`src/design/bfdh_rem.sv`:
```
// ----------------------------------------------------------------------------
// bfdh_rem
// Three-lane restoring remainder unit: A mod size, B mod size and 2^64 mod
// size, one dividend bit per cycle.
// ----------------------------------------------------------------------------
`default_nettype none

module bfdh_rem #(
  parameter int SW = 21
) (
  input  wire logic          clk,
  input  wire logic          rst_n,
  input  wire logic          start,
  input  wire logic [63:0]   ha,
  input  wire logic [63:0]   hb,
  input  wire logic [SW-1:0] size,
  output logic               done,
  output logic [SW-1:0]      a_mod,
  output logic [SW-1:0]      b_mod,
  output logic [SW-1:0]      w_mod
);

  logic [63:0]   dv_r [3];
  logic [SW-1:0] rm_r [3];
  logic [SW-1:0] rm_nxt [3];
  logic [5:0]    cnt_r;
  logic          busy_r;
  logic          done_r;
  logic [SW:0]   sh [3];
  logic [SW:0]   w_inc;

  // One restoring step per lane.
  always_comb begin
    for (int i = 0; i < 3; i++) begin
      sh[i] = {rm_r[i], dv_r[i][63]};
      if (sh[i] >= {1'b0, size}) begin
        rm_nxt[i] = SW'(sh[i] - {1'b0, size});
      end else begin
        rm_nxt[i] = SW'(sh[i]);
      end
    end
  end

  // Control.
  always_ff @(posedge clk) begin
    if (!rst_n) begin
      busy_r <= 1'b0;
      done_r <= 1'b0;
      cnt_r  <= 6'd0;
    end else begin
      done_r <= 1'b0;
      if (start) begin
        busy_r <= 1'b1;
        cnt_r  <= 6'd0;
      end else if (busy_r) begin
        cnt_r <= cnt_r + 6'd1;
        if (cnt_r == 6'd63) begin
          busy_r <= 1'b0;
          done_r <= 1'b1;
        end
      end
    end
  end

  // Dividends and partial remainders; lane 2 divides 2^64 - 1.
  always_ff @(posedge clk) begin
    if (start) begin
      dv_r[0] <= ha;
      dv_r[1] <= hb;
      dv_r[2] <= {64{1'b1}};
      for (int i = 0; i < 3; i++) begin
        rm_r[i] <= '0;
      end
    end else if (busy_r) begin
      for (int i = 0; i < 3; i++) begin
        dv_r[i] <= {dv_r[i][62:0], 1'b0};
        rm_r[i] <= rm_nxt[i];
      end
    end
  end

  // 2^64 mod size = ((2^64 - 1) mod size + 1) mod size.
  always_comb begin
    w_inc = {1'b0, rm_r[2]} + {{SW{1'b0}}, 1'b1};
    w_mod = (w_inc == {1'b0, size}) ? '0 : SW'(w_inc);
  end

  assign done  = done_r;
  assign a_mod = rm_r[0];
  assign b_mod = rm_r[1];

endmodule

`default_nettype wire

```
`config.mk`:
```
export PLATFORM = sky130hd
export DESIGN_NAME = bfdh_rem
export DESIGN_NICKNAME = d
export VERILOG_FILES = /design/src/design/bfdh_rem.sv
export SDC_FILE = /design/constraint.sdc
export NUM_CORES = 1
export LEC_CHECK = 0
export BUFFER_PORTS_ARGS = -buffer_cell sky130_fd_sc_hd__buf_2
export CORE_ASPECT_RATIO = 1.1
export CORE_UTILIZATION = 43
export CTS_BUF_LIST = sky130_fd_sc_hd__clkbuf_4
export CTS_CLUSTER_DIAMETER = 80
export CTS_CLUSTER_SIZE = 30
export DETAILED_ROUTE_END_ITERATION = 8
export GPL_ROUTABILITY_DRIVEN = 0
export REMOVE_ABC_BUFFERS = 1
export SETUP_SLACK_MARGIN = 0.05
export SLEW_MARGIN = 10
export SYNTH_ARGS = -nofsm -noshare
export SYNTH_HDL_FRONTEND = slang
export SYNTH_SLANG_ARGS = --single-unit
```
`constraint.sdc`:
```
create_clock -name clk -period 7.1 [get_ports clk]
set_clock_uncertainty 0.1 [all_clocks]
set_input_delay 1.42 -clock clk [delete_from_list [all_inputs] [get_ports clk]]
set_output_delay 1.42 -clock clk [all_outputs]
set_load 0.1 [all_outputs]
```
Word-level counts from Yosys, hierarchy flattened
Memory sizes are Yosys's and may differ from the RTL's.
Index checks and enable logic that the tools add are counted.
{"block": "word_totals", "ff_bits": 8, "ramBits": 255, "in_bits": 152, "out_inout_bits": 64, "mem_count": 2}
{"memory": "dv_r", "depth": 3, "width": 64, "rd": 3, "rd_clocked_by_memory_dff": 0, "write_ports": 3, "line_no": "23", "source": "logic [63:0] dv_r [3];"}
{"memory": "rm_r", "depth": 3, "width": 21, "rd": 3, "rd_clocked_by_memory_dff": 0, "write_ports": 3, "line_no": "24", "source": "logic [SW-1:0] rm_r [3];"}
{"block": "classes", "addsub": 5, "n_lt_le_gt_ge": 3, "n_eq_ne": 2, "n_mux": 19, "bitwise_logic": 8, "reduce_logical": 2}
{"cell": "$mux W64", "count": 3}
{"cell": "$mux W21", "count": 7}
{"cell": "$ge A22 B21 Y1", "count": 3}
{"cell": "$sub A21 B21 Y21", "count": 3}
{"cell": "$add A21 B1 Y22 const B", "count": 1}
{"cell": "$eq A22 B21 Y1", "count": 1}
{"cell": "$mux W1", "count": 9}
{"cell": "$add A6 B1 Y6 const B", "count": 1}
{"cell": "$eq A6 B6 Y1 const B", "count": 1}
{"cell": "$or A1 B1 Y1", "count": 6}
{"cell": "$reduce_or A3 Y1", "count": 1}
{"cell": "$not A1 Y1", "count": 2}
{"cell": "$reduce_or A2 Y1", "count": 1}

Longest topological paths before layout
{"block": "depth", "ltp_word": 4, "ltp_mapped": 14, "depth_no_buf": 12}

Least setup slack after synthesis
Ideal clock, no wire load.
{"block": "synth_timing", "path_type": "input -> register", "startpoint": "input start", "endpoint": "memory dv_r[0][0] (enable)", "arrival_ns": 4.501, "setup_slack_ns": 1.988, "path_stages": 1, "n_path_buf": 0, "path_cell_list": "or2_2"}
{"item": "start: declaration", "line_no": "13", "source": "input wire logic start,"}
{"item": "end: declaration", "line_no": "23"}

==> run summary <==
status: complete, no violations
#FFs+latches synth: 263
vias post-DR: 11349
min-delay src: cnt_r[5]
WHS Path Cells: 2
DP HPWL: 25400 um
power density over the cells: 221 mW/mm^2
fin crit share: 82.4%
grt total ovfl: 0
CTS Buf Count: 16
GRT Util Overall: 19.9%
clk root buf: clkbuf_4
clock tree sinks: 263
clk buf depth: 3
sequential-to-total area share from yosys stat: 51.2%
CP max FO: 21
DRT Wirelength: 36100 um
first-pass GRT wire length: 57400 um
critical path launch point type: register
min-delay worst type: reg2reg
Final setup viols: 0
# Max-Cap Violations: 0
DRC: 0
Final Hold Fails: 0
Comb pwr share: 27.5%
Vias/cell: 5.25
Mean Syn Cell Area: 9.77 um^2
Area growth syn-to-layout: 9.55%
number of synthesized flops with an enable pin: 255
Sw Ratio: 36.5%
H-tree depth: 1
DR pass1 iterations: 8
TritonCTS clock tree: done
Placed Cells: 2127
Hold Crit Endpoint: cnt_r[5]
sequential share of power: 51.2%
RSZ-0062 raised after global routing: false
area fraction of the dominant cell type after synthesis: 50.2%
FF-to-FF path depth: 12
drt wl/cell: 16.7 um
Boundary Pins: 216
Core ar.: 0.0350 mm^2
XOR/XNOR share of the synthesized area: 4.59%
VDD IR max: 0.187 mV
Final Max Tran Viols: 0
Max Fclk: 171 MHz
RR Endpoint: rm_r[0][19]
DR iter-0 viols: 807
initial core utilization: 43.5%
Final Non-Filler Cells: 2163
Cell Rows: 72
Setup crit end kind: output port
Worst slew margin: 26.8%
Async S/R FF share, synth: 0%
Setup Crit Path Kind: reg2out
Core Util, Final: 47.7%
Synth top cells by count: 451 x nand2_1, 255 x edfxtp_1, 103 x nor2_1, 72 x nand2b_1, 69 x a21oi_1
Post-CTS Setup Repair Bufs: 0
area leader, netlist: edfxtp_1
most common cell in the netlist: nand2_1
Netlist cell types: 85
Worst-Skew Late Latency: 0.76 ns
final net count: 1921
CP arrival: 4.33 ns
data required time at the worst endpoint: 5.58 ns
Pwr Total: 0.00370 W
initial antenna violation count: 15
vias in the first global route: 10968
mux contribution to synthesized area: 1.45%
PostCTS Resize Cnt: 0
Adder-Cell Fraction of Synth Area: 5.72%
combinational family with the most area after synthesis: simple AND/OR/NAND/NOR gates
Syn Std Cell Area: 0.0153 mm^2
top_reg_cell synth: edfxtp_1
share of layout cells above drive strength 1: 16.5%
Post-Synth Simple-Gate Area: 22.1%
die height: 200 um
Synth Area in Compound Gates: 9.89%
crit path time final: 5.85 ns
Pleak: 6.95 nW
Routed Antenna Nets: 0
synthesized instance count: 1562
reg2reg setup slack: 2.93 ns
IO buf count: 215
clock share of power: 21.3%
switching power: 0.00135 W
largest net degree at the start of global routing: 186
Fill cells: 3403
CTS Hold Bufs: 0
worst r2r src: dv_r[0][63]
die width: 182 um
Yosys warning total: 0
largest cells by area after synthesis: edfxtp_1 50%, nand2_1 11%, ha_1 5.3%, xnor2_1 3.1%, nand2b_1 3.0%
clk slew on worst S/H paths: 0.27 ns
Die ar.: 0.0362 mm^2
measured slew at the worst slew-check pin: 1.10 ns
Power Internal: 0.00235 W
[routing by layer]
metal  part of all wire, %  track usage, %
met5                  0.14               0
met1                    44            25.7
met3                   7.3            5.25
met2                    46            33.0
met4                   2.1            5.43
[power groups by stage]
stage	clock network, W	registers, W	logic (W)
finish	0.000787	0.00189	0.00102
global route	0.000867	0.00191	0.00112
CTS	0.000819	0.00190	0.00102
detailed placement	0	0.00193	0.00102
global placement	0	0.00193	0.00101
floorplan	0	0.00208	0.000635
[area by class of cell]
cell class | count | area, um^2 | area share (%)
antenna | 9 | 22.5 | 0.135
multi-input combinational | 1154 | 6680 | 40.0
tap | 444 | 556 | 3.32
sequential | 263 | 7820 | 46.8
clock inverter | 10 | 181 | 1.09
timing repair buffer | 223 | 1160 | 6.95
inverter | 43 | 166 | 0.996
clock buffer | 17 | 128 | 0.764
[flip-flops by register name, indices dropped and copies added (netlist names)]
name,flops
dv_r,192
rm_r,63
done,1
cnt_r,6
busy_r,1
[through the flow]
step	hold slack, ns	setup WS (ns)	setup TNS (ns)	area (um^2)
global route	0.452	0.937	0	16700
CTS	0.424	1.19	0	16700
detailed placement	0.385	1.76	0	16400
global placement	0.370	1.84	0	16400
finish	0.423	1.25	0	16700
floorplan	0.354	-6.83	-1282.55	14700
[cells in the final DEF (no fill, tap or decap), types with 5 or more instances in the layout]
cell | Yosys | final
or3_1 | 6 | 6
and4_1 | 5 | 5
buf_2 | 4 | 215
or2_2 | 8 | 7
edfxtp_1 | 255 | 255
o21a_1 | 11 | 11
mux2i_1 | 21 | 21
a2111oi_0 | 5 | 5
clkbuf_4 | 0 | 17
o31ai_1 | 8 | 8
nand2b_1 | 72 | 72
nand3_1 | 28 | 28
nand2_1 | 451 | 451
inv_1 | 42 | 42
nand4_1 | 16 | 16
nor3_1 | 20 | 20
a21o_1 | 20 | 20
xor2_1 | 26 | 26
o21ai_0 | 40 | 40
nor2b_1 | 9 | 8
buf_4 | 46 | 6
nor4_1 | 5 | 5
o41ai_1 | 5 | 5
ha_1 | 65 | 65
and3_1 | 5 | 5
a31oi_1 | 6 | 6
dfxtp_1 | 8 | 8
nor2_1 | 103 | 103
a21oi_1 | 69 | 69
and2_1 | 7 | 7
xnor2_1 | 54 | 54
a211oi_1 | 11 | 11
diode_2 | 0 | 9
[cell families after synthesis]
group | count (synthesis)
AO/OA/AOI/OAI | 226
XOR/XNOR | 80
adder cells (fa/ha/maj) | 68
buffers and inverters | 145
flip-flops | 263
multiplexers | 22
AND/OR/NAND/NOR | 758
[worst max-delay path, cell delays in order (launching register included)]
cell and delay [ns]:
edfxtp_1 0.62, ha_1 0.27, nand4_1 0.35, nor4_1 0.65, nand4_1 0.19, xor2_1 0.28
xnor2_1 0.15, and4_1 0.25, and4_4 0.42, nor2_1 0.09, buf_2 0.31
[worst max-delay path by stage]
| stage | startpoint | to | slack, ns |
|---|---|---|---|
| finish | rm_r[0][42] | w_mod[14] | 1.25 |
| global route | rm_r[0][42] | w_mod[14] | 0.94 |
| floorplan | start | rm_r[0][60] | -6.83 |
| global placement | size[2] | w_mod[4] | 1.84 |
| detailed placement | size[2] | w_mod[14] | 1.76 |
| CTS | rm_r[0][42] | w_mod[14] | 1.19 |
Note: power is estimated with default switching activity, not from simulation.
