File: src/design/bfdh_pkg.sv
// ----------------------------------------------------------------------------
// bfdh_pkg
// Shared constants, codes and helpers for the double-hashing Bloom filter.
// ----------------------------------------------------------------------------
`default_nettype none

package bfdh_pkg;

  // Default sizing of the filter and of the key.
  localparam int DEF_MAX_FILTER_BITS = 1048576;
  localparam int DEF_KEY_BYTES       = 24;

  // Port widths.
  localparam int IN_TDATA_W  = 256;
  localparam int OUT_TDATA_W = 40;
  localparam int CFG_IDX_W   = 1;
  localparam int CFG_DATA_W  = 21;
  localparam int NH_W        = 8;
  localparam int FB_W        = 21;
  localparam int CNT_W       = 32;

  // Register indexes of the configuration port.
  localparam logic [CFG_IDX_W-1:0] CFG_NUM_HASHES  = 1'b0;
  localparam logic [CFG_IDX_W-1:0] CFG_FILTER_BITS = 1'b1;

  // Register reset values.
  localparam logic [NH_W-1:0] NH_RESET = 8'd7;
  localparam logic [FB_W-1:0] FB_RESET = 21'd1048576;

  // Command codes carried on in_tuser.
  localparam logic CMD_ADD   = 1'b0;
  localparam logic CMD_QUERY = 1'b1;

  // Saturation value of the add counter.
  localparam logic [CNT_W-1:0] CNT_MAX = 32'hFFFF_FFFF;

  // MurmurHash3 x64 128-bit constants.
  localparam logic [63:0] MIX_C1  = 64'h87c3_7b91_1142_53d5;
  localparam logic [63:0] MIX_C2  = 64'h4cf5_ad43_2745_937f;
  localparam logic [63:0] FMIX_M1 = 64'hff51_afd7_ed55_8ccd;
  localparam logic [63:0] FMIX_M2 = 64'hc4ce_b9fe_1a85_ec53;
  localparam logic [63:0] H1_ADD  = 64'h0000_0000_52dc_e729;
  localparam logic [63:0] H2_ADD  = 64'h0000_0000_3849_5ab5;

  // Rotate left by a constant amount.
  function automatic logic [63:0] rotl64(input logic [63:0] x, input int unsigned r);
    return (x << r) | (x >> (64 - r));
  endfunction

endpackage

`default_nettype wire

File: src/design/bfdh_mul64.sv
// ----------------------------------------------------------------------------
// bfdh_mul64
// 64 x 64 multiplier keeping the low 64 bits, built on one 32 x 32 multiplier
// that is used in turn for each partial product.
// ----------------------------------------------------------------------------
`default_nettype none

module bfdh_mul64 (
  input  wire logic        clk,
  input  wire logic        rst_n,
  input  wire logic        start,
  input  wire logic [63:0] a,
  input  wire logic [63:0] b,
  output logic             done,
  output logic [63:0]      p
);

  logic [63:0] a_r;
  logic [63:0] b_r;
  logic [63:0] acc_r;
  logic [1:0]  step_r;
  logic        busy_r;
  logic        done_r;
  logic [31:0] op_x;
  logic [31:0] op_y;
  logic [63:0] prod;

  // Partial products: lo*lo, then lo*hi and hi*lo into the upper half.
  always_comb begin
    op_x = (step_r == 2'd2) ? a_r[63:32] : a_r[31:0];
    op_y = (step_r == 2'd1) ? b_r[63:32] : b_r[31:0];
    prod = op_x * op_y;
  end

  // Control.
  always_ff @(posedge clk) begin
    if (!rst_n) begin
      busy_r <= 1'b0;
      done_r <= 1'b0;
      step_r <= 2'd0;
    end else begin
      done_r <= 1'b0;
      if (start) begin
        busy_r <= 1'b1;
        step_r <= 2'd0;
      end else if (busy_r) begin
        if (step_r == 2'd2) begin
          busy_r <= 1'b0;
          done_r <= 1'b1;
        end
        step_r <= step_r + 2'd1;
      end
    end
  end

  // Operands and accumulator.
  always_ff @(posedge clk) begin
    if (start) begin
      a_r <= a;
      b_r <= b;
    end
    if (busy_r) begin
      if (step_r == 2'd0) begin
        acc_r <= prod;
      end else begin
        acc_r <= acc_r + {prod[31:0], 32'h0};
      end
    end
  end

  assign done = done_r;
  assign p    = acc_r;

endmodule

`default_nettype wire

File: src/design/bfdh_hash.sv
// ----------------------------------------------------------------------------
// bfdh_hash
// MurmurHash3 x64 128-bit, seed 0, over a fixed-length key, sequenced around
// one shared 64-bit multiplier.
// ----------------------------------------------------------------------------
`default_nettype none

module bfdh_hash #(
  parameter int KEY_BYTES = bfdh_pkg::DEF_KEY_BYTES
) (
  input  wire logic             clk,
  input  wire logic             rst_n,
  input  wire logic             start,
  input  wire logic [3:0][63:0] key,
  output logic                  done,
  output logic [63:0]           ha,
  output logic [63:0]           hb
);

  localparam int BLOCKS = KEY_BYTES / 16;
  localparam int REMB   = KEY_BYTES % 16;
  localparam logic [1:0] NBLK      = 2'(BLOCKS);
  localparam logic [1:0] TAIL_LO   = 2'((2 * BLOCKS) % 4);
  localparam logic [1:0] TAIL_HI   = 2'((2 * BLOCKS + 1) % 4);
  localparam logic [63:0] LEN64    = 64'(KEY_BYTES);
  localparam logic [255:0] KEY_MASK = (KEY_BYTES >= 32) ? {256{1'b1}} :
                                      ((256'd1 << (8 * KEY_BYTES)) - 256'd1);

  localparam logic [4:0] S_IDLE = 5'd0;
  localparam logic [4:0] S_DISP = 5'd1;
  localparam logic [4:0] S_MW   = 5'd2;
  localparam logic [4:0] S_K1R  = 5'd3;
  localparam logic [4:0] S_K1X  = 5'd4;
  localparam logic [4:0] S_H1M  = 5'd5;
  localparam logic [4:0] S_K2R  = 5'd6;
  localparam logic [4:0] S_K2X  = 5'd7;
  localparam logic [4:0] S_H2M  = 5'd8;
  localparam logic [4:0] S_T2R  = 5'd9;
  localparam logic [4:0] S_T2X  = 5'd10;
  localparam logic [4:0] S_T1R  = 5'd11;
  localparam logic [4:0] S_T1X  = 5'd12;
  localparam logic [4:0] S_FIN1 = 5'd13;
  localparam logic [4:0] S_FIN2 = 5'd14;
  localparam logic [4:0] S_FMA  = 5'd15;
  localparam logic [4:0] S_FMB  = 5'd16;
  localparam logic [4:0] S_FMC  = 5'd17;
  localparam logic [4:0] S_FIN3 = 5'd18;
  localparam logic [4:0] S_FIN4 = 5'd19;

  logic [4:0]       state_r, state_nxt;
  logic [4:0]       ret_r, ret_nxt;
  logic [63:0]      h1_r, h1_nxt;
  logic [63:0]      h2_r, h2_nxt;
  logic [1:0]       blk_r, blk_nxt;
  logic             ftgt_r, ftgt_nxt;
  logic             done_r, done_nxt;
  logic [3:0][63:0] key_r;
  logic             mstart;
  logic [63:0]      ma;
  logic [63:0]      mb;
  logic             mdone;
  logic [63:0]      mp;
  logic [63:0]      pm;
  logic [63:0]      fx;

  bfdh_mul64 u_mul (
    .clk   (clk),
    .rst_n (rst_n),
    .start (mstart),
    .a     (ma),
    .b     (mb),
    .done  (mdone),
    .p     (mp)
  );

  // Sequencer: each multiply parks in S_MW and returns to ret_r.
  always_comb begin
    state_nxt = state_r;
    ret_nxt   = ret_r;
    h1_nxt    = h1_r;
    h2_nxt    = h2_r;
    blk_nxt   = blk_r;
    ftgt_nxt  = ftgt_r;
    done_nxt  = 1'b0;
    mstart    = 1'b0;
    ma        = 64'h0;
    mb        = 64'h0;
    pm        = mp ^ (mp >> 33);
    fx        = ftgt_r ? h2_r : h1_r;
    case (state_r)
      S_IDLE: begin
        if (start) begin
          h1_nxt    = 64'h0;
          h2_nxt    = 64'h0;
          blk_nxt   = 2'd0;
          ftgt_nxt  = 1'b0;
          state_nxt = S_DISP;
        end
      end
      S_DISP: begin
        if (blk_r < NBLK) begin
          mstart = 1'b1; ma = key_r[{blk_r[0], 1'b0}]; mb = bfdh_pkg::MIX_C1;
          ret_nxt = S_K1R; state_nxt = S_MW;
        end else if (REMB > 8) begin
          mstart = 1'b1; ma = key_r[TAIL_HI]; mb = bfdh_pkg::MIX_C2;
          ret_nxt = S_T2R; state_nxt = S_MW;
        end else if (REMB > 0) begin
          mstart = 1'b1; ma = key_r[TAIL_LO]; mb = bfdh_pkg::MIX_C1;
          ret_nxt = S_T1R; state_nxt = S_MW;
        end else begin
          state_nxt = S_FIN1;
        end
      end
      S_MW: begin
        if (mdone) begin
          state_nxt = ret_r;
        end
      end
      S_K1R: begin
        mstart = 1'b1; ma = bfdh_pkg::rotl64(mp, 31); mb = bfdh_pkg::MIX_C2;
        ret_nxt = S_K1X; state_nxt = S_MW;
      end
      S_K1X: begin
        h1_nxt    = bfdh_pkg::rotl64(h1_r ^ mp, 27) + h2_r;
        state_nxt = S_H1M;
      end
      S_H1M: begin
        h1_nxt = (h1_r << 2) + h1_r + bfdh_pkg::H1_ADD;
        mstart = 1'b1; ma = key_r[{blk_r[0], 1'b1}]; mb = bfdh_pkg::MIX_C2;
        ret_nxt = S_K2R; state_nxt = S_MW;
      end
      S_K2R: begin
        mstart = 1'b1; ma = bfdh_pkg::rotl64(mp, 33); mb = bfdh_pkg::MIX_C1;
        ret_nxt = S_K2X; state_nxt = S_MW;
      end
      S_K2X: begin
        h2_nxt    = bfdh_pkg::rotl64(h2_r ^ mp, 31) + h1_r;
        state_nxt = S_H2M;
      end
      S_H2M: begin
        h2_nxt    = (h2_r << 2) + h2_r + bfdh_pkg::H2_ADD;
        blk_nxt   = blk_r + 2'd1;
        state_nxt = S_DISP;
      end
      S_T2R: begin
        mstart = 1'b1; ma = bfdh_pkg::rotl64(mp, 33); mb = bfdh_pkg::MIX_C1;
        ret_nxt = S_T2X; state_nxt = S_MW;
      end
      S_T2X: begin
        h2_nxt = h2_r ^ mp;
        mstart = 1'b1; ma = key_r[TAIL_LO]; mb = bfdh_pkg::MIX_C1;
        ret_nxt = S_T1R; state_nxt = S_MW;
      end
      S_T1R: begin
        mstart = 1'b1; ma = bfdh_pkg::rotl64(mp, 31); mb = bfdh_pkg::MIX_C2;
        ret_nxt = S_T1X; state_nxt = S_MW;
      end
      S_T1X: begin
        h1_nxt    = h1_r ^ mp;
        state_nxt = S_FIN1;
      end
      S_FIN1: begin
        h1_nxt    = (h1_r ^ LEN64) + (h2_r ^ LEN64);
        h2_nxt    = h2_r ^ LEN64;
        state_nxt = S_FIN2;
      end
      S_FIN2: begin
        h2_nxt    = h2_r + h1_r;
        ftgt_nxt  = 1'b0;
        state_nxt = S_FMA;
      end
      S_FMA: begin
        mstart = 1'b1; ma = fx ^ (fx >> 33); mb = bfdh_pkg::FMIX_M1;
        ret_nxt = S_FMB; state_nxt = S_MW;
      end
      S_FMB: begin
        mstart = 1'b1; ma = pm; mb = bfdh_pkg::FMIX_M2;
        ret_nxt = S_FMC; state_nxt = S_MW;
      end
      S_FMC: begin
        if (ftgt_r) begin
          h2_nxt    = pm;
          state_nxt = S_FIN3;
        end else begin
          h1_nxt    = pm;
          ftgt_nxt  = 1'b1;
          state_nxt = S_FMA;
        end
      end
      S_FIN3: begin
        h1_nxt    = h1_r + h2_r;
        state_nxt = S_FIN4;
      end
      S_FIN4: begin
        h2_nxt    = h2_r + h1_r;
        done_nxt  = 1'b1;
        state_nxt = S_IDLE;
      end
      default: begin
        state_nxt = S_IDLE;
      end
    endcase
  end

  // Control registers.
  always_ff @(posedge clk) begin
    if (!rst_n) begin
      state_r <= S_IDLE;
      ret_r   <= S_IDLE;
      blk_r   <= 2'd0;
      ftgt_r  <= 1'b0;
      done_r  <= 1'b0;
    end else begin
      state_r <= state_nxt;
      ret_r   <= ret_nxt;
      blk_r   <= blk_nxt;
      ftgt_r  <= ftgt_nxt;
      done_r  <= done_nxt;
    end
  end

  // Hash state and key; bytes past the key length are zeroed on capture.
  always_ff @(posedge clk) begin
    h1_r <= h1_nxt;
    h2_r <= h2_nxt;
    if (start && (state_r == S_IDLE)) begin
      key_r <= key & KEY_MASK;
    end
  end

  assign done = done_r;
  assign ha   = h1_r;
  assign hb   = h2_r;

endmodule

`default_nettype wire

File: config.mk
export PLATFORM = sky130hd
export DESIGN_NAME = bfdh_hash
export DESIGN_NICKNAME = d
export VERILOG_FILES = /design/src/design/bfdh_pkg.sv /design/src/design/bfdh_mul64.sv /design/src/design/bfdh_hash.sv
export SDC_FILE = /design/constraint.sdc
export NUM_CORES = 2
export LEC_CHECK = 0
export BUFFER_PORTS_ARGS = -buffer_cell sky130_fd_sc_hd__buf_2
export CORE_AREA = 10 10 480 482
export DETAILED_ROUTE_END_ITERATION = 8
export DIE_AREA = 0 0 490 492
export REMOVE_ABC_BUFFERS = 1
export SETUP_SLACK_MARGIN = 0.2
export SYNTH_ARGS = -nofsm -noshare
export SYNTH_HDL_FRONTEND = slang
export SYNTH_SLANG_ARGS = --single-unit
File: constraint.sdc
create_clock -name clk -period 13.55 [get_ports clk]
set_input_delay 2.71 -clock clk [delete_from_list [all_inputs] [get_ports clk]]
set_output_delay 2.71 -clock clk [all_outputs]
set_load 0.01 [all_outputs]
Word-level counts from Yosys, hierarchy flattened. Cells that the tools add are included.

Register bits: 530. Bits in latches: 0. Memory bits (writable): 0. Bits in read-only memories: 0. Input port bits: 259. Output and inout bits: 129. Word-level logic and storage cells: 125. Memories kept: 0.

Add/subtract/negate cells: 11. Multiply operators: 1. Div/mod/pow operators: 0. Order comparisons: 3. Equality and inequality tests: 25. Shift-type cells: 0. Multiplexer cells: 32. Bitwise logic cells: 13. Reductions and logical operators: 23.

Operators with widths (number): $pmux W64 S7 (3); $mux W64 (10); $add A64 B64 Y64 (7); $pmux W64 S4 (1); $or A64 B31 Y64 (2); $xor A64 B31 Y64 (2); $xor A64 B64 Y64 (2); $add A64 B30 Y64 const B (1); $add A64 B31 Y64 const B (1); $mul A32 B32 Y64 (1); $mux W32 (2); $or A64 B27 Y64 (1); $or A64 B33 Y64 (1); $pmux W5 S11 (1); $pmux W5 S9 (1); $eq A5 B4 Y1 const B (8); $eq A5 B3 Y1 const B (4); $eq A5 B5 Y1 const B (4); $mux W5 (3); $reduce_bool A7 Y1 (2); $eq A5 B2 Y1 const B (2); $reduce_bool A9 Y1 (1); $reduce_or A9 Y1 (1); $reduce_or A2 Y1 (4); 26 further kinds (43).

Longest topological paths before layout.
Depth in word-level cells: 5. Depth in mapped cells: 40. Gate-level depth less buffers: 37.

Modules after synthesis. From an unflattened synthesis, not the netlist that was laid out.

Cells, all modules: 9874. Area, all modules: 85600.8 um2.

By module, submodules not included: bfdh_hash (times used 1, cells each 5584, area an instance 44565.2 um2, sequential area each 9889.5 um2); bfdh_mul64 (times used 1, cells each 4290, area an instance 41035.6 um2, sequential area each 5845.6 um2).

Worst setup path before layout. No wires, ideal clock.

Kind: in2reg. Start point: input port start. End point: register ftgt_r. Library setup time: 0.124 ns. Arrival: 11.871 ns. Data required time: 13.426 ns. Slack: 1.555 ns. Stages on the path: 4. Path buffers: 0. Path through: nand2_1 -> nor2_1 -> o21ai_0 -> and2_1.

Cells in the longest elaborated chain, start to end: 2.

Ends and longest elaborated chain: start: declaration (RTL line bfdh_hash.sv:13) `input wire logic start,`; $ne A2 B2 Y1 (no line); $reduce_and A2 Y1 (no line); end signal: assignment (RTL line bfdh_hash.sv:217) `ftgt_r <= ftgt_nxt;`; end: declaration (RTL line bfdh_hash.sv:55) `logic ftgt_r, ftgt_nxt;`.

Every way passes these cells. A chain may end at the register's enable or synchronous reset.

Worst setup path after layout.
Start point: register u_mul.step_r[1]. End point: register u_mul.acc_r[61] (netlist: u_mul.p[61]), data pin.

Cells in the longest elaborated chain, start to end: 5. Elaborated cells between the ends (all ways): 8. Those cells by class: 1 x add/sub; 1 x mul; 2 x eq/ne; 3 x mux; 1 x reduce/logical.

Ends and longest elaborated chain: start: declaration (RTL line bfdh_mul64.sv:21) `logic [1:0] step_r;`; start signal: assignment (RTL line bfdh_mul64.sv:51) `step_r <= step_r + 2'd1;`; $eq A2 B2 Y1 / $eq A2 B1 Y1 (equally long branches) (RTL line bfdh_mul64.sv:30, bfdh_mul64.sv:31); $mux W32, on equally long branches (RTL line bfdh_mul64.sv:30, bfdh_mul64.sv:31); $mul A32 B32 Y64 (RTL line bfdh_mul64.sv:32) `prod = op_x * op_y;`; $add A64 B64 Y64 (RTL line bfdh_mul64.sv:66) `acc_r <= acc_r + {prod[31:0], 32'h0};`; $mux W64 * (RTL line bfdh_mul64.sv:63) `if (step_r == 2'd0) begin`; end signal: assignment (RTL line bfdh_mul64.sv:64) `acc_r <= prod;`; end signal: assignment (RTL line bfdh_mul64.sv:66); end: declaration (RTL line bfdh_mul64.sv:20) `logic [63:0] acc_r;`.

Mark *: on every way between the ends. The rest lies on a longest branch, timed or not.

==> impl_metrics.yaml <==
worst_setup_path:
  worst-r2r-cell-count: 35
  crit_path_end: "u_mul.p[61]"
  path_class: "flop to flop"
  max_stage_delay_ns: 0.92
  r2r-start: "u_mul.step_r[1]"
  path_depth: 35
  cp_top_family: "adder cells"
  cp_slowest_cell: "nand2_1"
  crit_path_start_kind: "flop"
  path_buf_inv: 6
  rrSetupSlack_ns: 2.22
  critPathLaunch: "u_mul.step_r[1]"
  crit_required_ns: 14.08
  rr_endpoint: "u_mul.p[61]"
  cp_max_fo: 33
  end_kind: "flop"
  crit_path_frequent_cell: "fa_1"
  arrival_ns: 11.86
detailed_routing:
  drt_pass1_iterations: 9
  wl_per_cell_um: 33.6
  drtIter0Drc: 10200
  wl_mm: 438
  via_per_inst: 6.32
  drc_errors: 26
  via_count: 82200
  drtAntennaViolNets: 0
cts:
  cts.sinks: 481
  clkTransAtPathRegs_ns: 0.06
  ctsHoldBuffers: 0
  h-tree-depth: 3
  clk_latency_ns: 0.72
  cts_made_buffers: 69
  cts_tree: "yes"
  cts_root_buffer: "clkbuf_16"
  cts_buffer_depth: 3
  post_cts_buffers: 0
  cts_resized: 0
sta:
  grt_setup_unrepaired: "false"
  finalClockSkew_ns: 0.0412
  hold_viol: 0
  finalSetupViolCount: 0
  min_period_ns: 11.33
  period_share_pct: 83.6
  slew_viol_final: 0
  max_freq_mhz: 88.2
  setup_tns_ns: 0
  slew_headroom_pct: 11.5
  tightest_slew_ns: 1.29
floorplan:
  io_pins: 388
  die_w_um: 490
  row_count: 173
  core_sq_um: 221000
  die_area_sq_um: 241000
  die_y_um: 492
  start_util_pct: 37.8
flow_run:
  drv_cap: 0
layout:
  drive_above_1_share_pct: 9.15
  n_fill_cell: 22300
  syn_to_final_growth_pct: 9.41
  nets: 11900
global_routing:
  grt_pass1_wl_mm: 607
  grt_pass1_vias: 79900
  grt_usage_pct: 34.8
  antenna_found_initial: 30
  grt_max_degree: 131
  grt_overflow: 0
synth:
  synth_seq_area_share_pct: 17.1
  async_flop_share_pct: 0
  synthTopCellsByCount: "nand2_1, inv_1, fa_1"
  yosys_register_bits: 481
  yosys.area.top_type_share_pct: 21.6
  yosysMostFrequentCell: "nand2_1"
  ys_warn_count: 0
  yosysUniqueCellTypes: 101
  synth_cells: 9907
  synth_area_leaders: "fa_1, edfxtp_1, ha_1, nand2_1, inv_1"
  netlist_area_sq_um: 83600
  synth_edf_count: 463
  avgSynthCellArea_sq_um: 8.44
  synthFlopType: "edfxtp_1"
  yosysTopAreaCell: "fa_1"
run_status:
  violations: "DRC"
  status: "complete, but fails checks"
place:
  numPortBuffers: 323
  hpwl_mm: 343
  place.gp.congestion: 1.07
worst_hold_path:
  hold_path_class: "flop to flop"
-- area by class of cell --
| class | count | area (sq um) | area share (%) |
|---|---|---|---|
| diodes | 18 | 45.0 | 0.0493 |
| clock buffers | 80 | 1830 | 2.00 |
| clock inverters | 48 | 613 | 0.670 |
| inverters | 1127 | 4230 | 4.63 |
| multi-input cells | 7671 | 62900 | 68.8 |
| flip-flops and latches | 481 | 14300 | 15.6 |
| well taps | 2975 | 3720 | 4.07 |
| repair buffers | 611 | 3800 | 4.16 |
-- per-layer routing --
layer  GRT usage [%]  routed length [um]  up-vias
li1                -                   -    34500
met1            42.1              162000    41100
met2            54.2              192000     5282
met3            8.62               46300     1361
met4            24.3               37700       14
met5               0                 101        -
-- worst min path at each step --
stage	from	cells after the start	to
after floorplan	ret_r[2]	2	ret_r[2]
after global placement	blk_r[1]	2	blk_r[1]
after detailed placement	ret_r[2]	2	ret_r[2]
after CTS	ret_r[2]	2	ret_r[2]
after global routing	ret_r[2]	2	ret_r[2]
final	ret_r[2]	2	ret_r[2]
-- state kept, by name, indices dropped and copies added (netlist names) --
| register | cells |
|---|---|
| state_r | 5 |
| u_mul.busy_r | 1 |
| key_r | 192 |
| blk_r | 2 |
| u_mul.b_r | 15 |
| ftgt_r | 1 |
| u_mul.a_r | 64 |
| ha | 64 |
| u_mul.step_r | 2 |
| hb | 64 |
| ret_r | 5 |
| u_mul.p | 64 |
| u_mul.done | 1 |
| done | 1 |
-- layout by cell type (no fill, tap or decap), drive strengths merged, types with 22 or more instances in the layout --
cell type	count
o22ai	57
a22oi	52
a21oi	719
fa	900
or2	22
a221oi	141
a211oi	71
clkinv	30
o21bai	96
clkbuf	80
o221a	27
o31ai	36
a221o	53
o21a	70
o211ai	81
mux2i	94
nor2b	45
nor2	768
nand4	152
o21ai	527
mux2	39
nand3	176
nand2b	44
a21o	222
nor3	95
xnor2	262
xor2	303
a222oi	63
edfxtp	463
a31oi	56
and3	54
or3	36
and2	71
a21boi	24
nand2	1280
ha	737
buf	611
o221ai	90
inv	1129
-- logic make-up (layout without fill, tap and decap cells) --
kind of cell,Yosys count,in the layout,share of synthesized area (%)
AOI/OAI and AO/OA,2531,2531,20.2
adders and majority gates,1638,1638,32.6
and+or+nand+nor,2803,2803,14.6
xor gates and xnor gates,566,566,5.95
buffers and inverters,1755,1866,7.94
other,0,18,0
DFF,481,481,17.1
muxes,133,133,1.65
-- tightest hold or removal path, cell delays in order (launching register included) --
cell and delay (ns):
dfxtp_1 0.34, a21oi_1 0.06, nor2_1 0.08
-- through the flow --
stage          util [%]  instances  setup slack [ns]  area, sq um  hold slack, ns
6_report           41.4      13000              2.22        91400           0.515
5_1_grt            41.4      13000              1.58        91400           0.548
4_1_cts            41.4      13000              2.28        91400           0.516
3_5_place_dp       40.2      12900              2.42        88900           0.491
3_3_place_gp       40.2      12900              2.46        88900           0.484
2_1_floorplan         -       9279              1.55        81200           0.456
Power is left out: the tool's default activity adds up to more than one toggle a clock period on the data nets, which glitch-free logic cannot reach.
